$ cat src/sv/lphm_pkg.sv
// shared types, codes and constants of the hash map
package lphm_pkg;

  localparam int SLOTS_DEF = 1024;
  localparam int MF_W      = 11;
  localparam logic [MF_W-1:0] MAX_FILL_RST = 11'd716;
  localparam int KEY_W     = 64;
  localparam int VAL_W     = 64;

  // operation codes
  localparam logic [1:0] MODE_PUT    = 2'd0;
  localparam logic [1:0] MODE_GET    = 2'd1;
  localparam logic [1:0] MODE_REMOVE = 2'd2;
  localparam logic [1:0] MODE_CLEAR  = 2'd3;

  // result status codes
  localparam logic [2:0] ST_INSERTED  = 3'd0;
  localparam logic [2:0] ST_UPDATED   = 3'd1;
  localparam logic [2:0] ST_FOUND     = 3'd2;
  localparam logic [2:0] ST_NOT_FOUND = 3'd3;
  localparam logic [2:0] ST_REMOVED   = 3'd4;
  localparam logic [2:0] ST_FULL      = 3'd5;
  localparam logic [2:0] ST_CLEARED   = 3'd6;

  // slot marks
  localparam logic [1:0] MARK_EMPTY = 2'd0;
  localparam logic [1:0] MARK_LIVE  = 2'd1;
  localparam logic [1:0] MARK_TOMB  = 2'd2;

  // hash sequence steps
  localparam int HS_W = 4;
  localparam logic [HS_W-1:0] HS_XS30 = 4'd0;
  localparam logic [HS_W-1:0] HS_MLL1 = 4'd1;
  localparam logic [HS_W-1:0] HS_MLH1 = 4'd2;
  localparam logic [HS_W-1:0] HS_MHL1 = 4'd3;
  localparam logic [HS_W-1:0] HS_XS27 = 4'd4;
  localparam logic [HS_W-1:0] HS_MLL2 = 4'd5;
  localparam logic [HS_W-1:0] HS_MLH2 = 4'd6;
  localparam logic [HS_W-1:0] HS_MHL2 = 4'd7;
  localparam logic [HS_W-1:0] HS_XS31 = 4'd8;

  localparam logic [63:0] MIX_C1 = 64'hbf58476d1ce4e5b9;
  localparam logic [63:0] MIX_C2 = 64'h94d049bb133111eb;

  // controller to datapath commands
  typedef struct packed {
    logic            load;
    logic            hash;
    logic [HS_W-1:0] hstep;
    logic            fetch;
    logic            probe;
    logic            clr;
    logic            commit;
  } lphm_cmd_t;

  // datapath to controller status
  typedef struct packed {
    logic probe_end;
    logic clr_last;
  } lphm_sts_t;

endpackage

$ cat src/sv/lphm_ctrl.sv
// controller state machine of the hash map
module lphm_ctrl import lphm_pkg::*; (
  input  logic      clk,
  input  logic      rst_n,
  input  logic      start,
  input  logic [1:0] in_mode,
  input  lphm_sts_t sts,
  output lphm_cmd_t cmd,
  output logic      busy
);

  typedef enum logic [5:0] {
    S_CLEAR  = 6'b000001,
    S_IDLE   = 6'b000010,
    S_HASH   = 6'b000100,
    S_FETCH  = 6'b001000,
    S_PROBE  = 6'b010000,
    S_COMMIT = 6'b100000
  } state_t;

  state_t          state_r, state_nxt;
  logic [HS_W-1:0] hstep_r, hstep_nxt;
  logic            rep_r, rep_nxt;

  // next state and commands
  always_comb begin
    state_nxt = state_r;
    hstep_nxt = hstep_r;
    rep_nxt   = rep_r;
    cmd       = '0;
    cmd.hstep = hstep_r;
    unique case (state_r)
      S_CLEAR: begin
        cmd.clr = 1'b1;
        if (sts.clr_last) begin
          state_nxt = rep_r ? S_COMMIT : S_IDLE;
        end
      end
      S_IDLE: begin
        if (start) begin
          cmd.load  = 1'b1;
          hstep_nxt = HS_XS30;
          if (in_mode == MODE_CLEAR) begin
            state_nxt = S_CLEAR;
            rep_nxt   = 1'b1;
          end else begin
            state_nxt = S_HASH;
          end
        end
      end
      S_HASH: begin
        cmd.hash  = 1'b1;
        hstep_nxt = hstep_r + 1'b1;
        if (hstep_r == HS_XS31) begin
          state_nxt = S_FETCH;
        end
      end
      S_FETCH: begin
        cmd.fetch = 1'b1;
        state_nxt = S_PROBE;
      end
      S_PROBE: begin
        cmd.probe = 1'b1;
        if (sts.probe_end) begin
          state_nxt = S_COMMIT;
        end
      end
      S_COMMIT: begin
        cmd.commit = 1'b1;
        rep_nxt    = 1'b0;
        state_nxt  = S_IDLE;
      end
      default: state_nxt = S_IDLE;
    endcase
  end

  // state registers, reset starts a clearing sweep
  always_ff @(posedge clk) begin
    if (!rst_n) begin
      state_r <= S_CLEAR;
      hstep_r <= HS_XS30;
      rep_r   <= 1'b0;
    end else begin
      state_r <= state_nxt;
      hstep_r <= hstep_nxt;
      rep_r   <= rep_nxt;
    end
  end

  assign busy = (state_r != S_IDLE);

endmodule

$ cat config.mk
export PLATFORM = sky130hd
export DESIGN_NAME = lphm_ctrl
export DESIGN_NICKNAME = d
export VERILOG_FILES = /design/src/sv/lphm_pkg.sv /design/src/sv/lphm_ctrl.sv
export SDC_FILE = /design/constraint.sdc
export NUM_CORES = 1
export LEC_CHECK = 0
export BUFFER_PORTS_ARGS = -buffer_cell sky130_fd_sc_hd__buf_2
export CORE_MARGIN = 2
export CORE_UTILIZATION = 49
export CTS_CLUSTER_DIAMETER = 200
export CTS_CLUSTER_SIZE = 30
export DETAILED_ROUTE_END_ITERATION = 12
export PLACE_DENSITY = 0.82
export RECOVER_POWER = 25
export SYNTH_ARGS = -nofsm -noshare
export SYNTH_HDL_FRONTEND = slang
export SYNTH_SLANG_ARGS = --single-unit
$ cat constraint.sdc
create_clock -name clk -period 2.1 [get_ports clk]
set_clock_uncertainty 0.05 [all_clocks]
set_input_delay 0 -clock clk [delete_from_list [all_inputs] [get_ports clk]]
set_output_delay 0 -clock clk [all_outputs]
set_load 0.01 [all_outputs]
==> reports/qor.csv <==
stage,metric,value,unit
floorplanning,die_h,40.3,um
logic_synthesis,ys_top_cells_by_area,"dfxtp_1, a21oi_1, inv_1, ha_1, nand2_1",
sta,max_slew_margin,0.674,
routing,wirelength,1.54,mm
hold_path,hp-class,in2reg,
global_routing,grt_start_max_net_pins,11,
routing,viasPerCell,5.91,
global_routing,track_usage,0.245,
clocking,clock-sinks,11,
logic_synthesis,synth_edf_count,0,
sta,tns,0,ns
sta,setup_viol,0,
setup_path,cp_slowest_stage_delay,0.45,ns
final_layout,n_antenna_cell,0,
routing,dr.pass1.iters,4,
floorplanning,rows,13,
routing,drt_iter0_markers,11,
final_layout,drive_gt1_frac,0.224,
hold_path,holdPathStages,3,
setup_path,endpoint_kind,register,
global_routing,grt_pass1_wl,2.59,mm
final_layout,fin_area,783,um2
floorplanning,die-area,1630,um2
logic_synthesis,syn_avg_cell_area,8.51,um2
global_routing,grt_pass1_vias,588,
final_layout,syn2layout_area_growth,21.1,%
clocking,cts_buffer_depth,2,
routing,drc,0,
setup_path,critPathSlowestCell,dfxtp_1,
logic_synthesis,ys_ff_latch,11,
power_and_ir_drop,ir_drop,0.360,mV
setup_path,critPathRequiredTime,2.22,ns
sta,fin_crit_sh,0.903,
logic_synthesis,synth_top_area_frac,0.340,
final_layout,mostFrequentLayoutCell,buf_2,
sta,timing.hold.ws,-0.00231,ns
sta,period_needed,1.90,ns
setup_path,path_class,reg2reg,
setup_path,critPathArrivalTime,2.02,ns
routing,drtAntennaViolNets,0,
clocking,clock_latency,0.27,ns
setup_path,path_depth,5,
logic_synthesis,syn_nets,85,
logic_synthesis,synth_area_leader_cell,dfxtp_1,
setup_path,start_kind,register,
clocking,postCtsHoldBufs,2,
logic_synthesis,syn_area,647,um2
sta,report.final.slew_viol_count,0,
final_layout,layout_common_cells,"buf_2, dfxtp_1, inv_1",
logic_synthesis,synth-main-ff-cell,dfxtp_1,
setup_path,crit_fanout,7,
setup_path,r2r_cells,5,
clocking,tritoncts,built,
clocking,cts_made_buffers,3,
setup_path,cp_top_family,simple AND/OR/NAND/NOR gates,
logic_synthesis,synth.distinct_cells,35,
placed_design,place_hpwl,1.19,mm
clocking,cts.htree.levels,1,
floorplanning,dieWidth,40.3,um
floorplanning,io_pins,18,
clocking,root_buffer,clkbuf_4,
sta,finalHoldViolCount,1,
placed_design,port_buffers,17,
setup_path,crit_buf_inv,1,
logic_synthesis,seq_area_frac_synth,0.340,
placed_design,placed_cell_area,743,um2
logic_synthesis,async_flop_share,0,
sta,clock.fmax,528,MHz
run_status,status,"finished, violations left",
routing,routedWlPerCell,13.6,um
placed_design,place.gp.congestion,0.790,
global_routing,grt-ovfl-total,0,
floorplanning,start_util,0.510,
floorplanning,coreArea,1270,um2
clocking,cts_resized,0,
run_status,failed_checks,hold timing,
power_and_ir_drop,cellPowerDensity,622,nW/um2
routing,vias,668,
clocking,clk_pin_slew_worst_paths,0.07,ns
global_routing,antenna_found_initial,0,
power_and_ir_drop,leakagePower,0.339,nW
sta,worstMarginPinSlew,0.482,ns
setup_path,cp_cell_sequence,"nor4b_1, nand2_1, inv_1, a41oi_1, a311oi_1",
logic_synthesis,synthCells,76,
job,drv_cap,0,
clocking,postCtsSetupBuffers,0,
final_layout,nNetsFinal,108,
logic_synthesis,yosysWarnings,0,
sta,rsz0062_at_grt,false,
cell usage after synthesis (2+ instances only):
| cell type | instances |
|---|---|
| a21oi_1 | 6 |
| a311oi_1 | 2 |
| a41oi_1 | 2 |
| and3_1 | 2 |
| dfxtp_1 | 11 |
| ha_1 | 2 |
| inv_1 | 7 |
| nand2_1 | 6 |
| nand3_1 | 4 |
| nor2_1 | 2 |
| nor3_1 | 4 |
| o211ai_1 | 2 |
| o21ai_0 | 3 |
| or4_4 | 2 |
layer usage:
layer  vias to the layer above  global-route usage  share of wire
li1                        333                   -              -
met1                       313               0.282           0.46
met2                        17               0.433           0.48
met3                         5              0.0333          0.035
met4                         0               0.125          0.025
met5                         -                   0              0
cell families after synthesis:
group / Yosys count / synth area share
AOI/OAI and AO/OA: 19 / 0.213
xor gates and xnor gates: 1 / 0.0135
adders and majority gates: 2 / 0.0387
buffers and inverters: 10 / 0.0696
DFF: 11 / 0.340
and+or+nand+nor: 33 / 0.325
through the flow:
step                      setup WS [ns]  instances  power (mW)  hold WS, ns  utilization
after global routing             0.0260        113       0.510       0.0238        0.617
after CTS                         0.198        113       0.487     0.000436        0.622
final                             0.205        113       0.487     -0.00231        0.617
after floorplan                   0.363         76       0.307       0.0234            -
after detailed placement          0.219        107       0.341        0.156        0.586
after global placement            0.279        107       0.339        0.155        0.586
where the power goes:
part | internal (mW) | switching [mW] | total, mW
clock | 0.0737 | 0.0735 | 0.147
combinational | 0.0517 | 0.0602 | 0.112
sequential | 0.217 | 0.0108 | 0.228
total | 0.343 | 0.144 | 0.487
tightest hold or removal path: stages:
cell and delay (ns):
buf_2 0.10, nand2_1 0.09, o311ai_2 0.08
cell type report:
| type | instances | area [um2] |
|---|---|---|
| fillers | 117 | 485 |
| repair buffers | 20 | 106 |
| clock buffers | 4 | 26.3 |
| multi-input cells | 55 | 382 |
| flip-flops and latches | 11 | 220 |
| well taps | 15 | 18.8 |
| inverters | 8 | 30.0 |
path summary, 6_finish.rpt:
kind / startpoint / to / slack [ns]
worst min-delay path: in_mode[1] / state_r[0]$_SDFFE_PN1P_ / -0.002
worst max-delay path: state_r[2]$_SDFFE_PN0P_ / hstep_r[3]$_SDFFE_PN0P_ / 0.20
worst min register to register: hstep_r[3]$_SDFFE_PN0P_ / hstep_r[3]$_SDFFE_PN0P_ / 0.50
worst max register to register: state_r[2]$_SDFFE_PN0P_ / hstep_r[3]$_SDFFE_PN0P_ / 0.20
state kept, by name (all words and copies together) (netlist names):
name,flops
rep_r,1
hstep_r,4
state_r,6
Note: power is estimated with default switching activity, not from simulation.
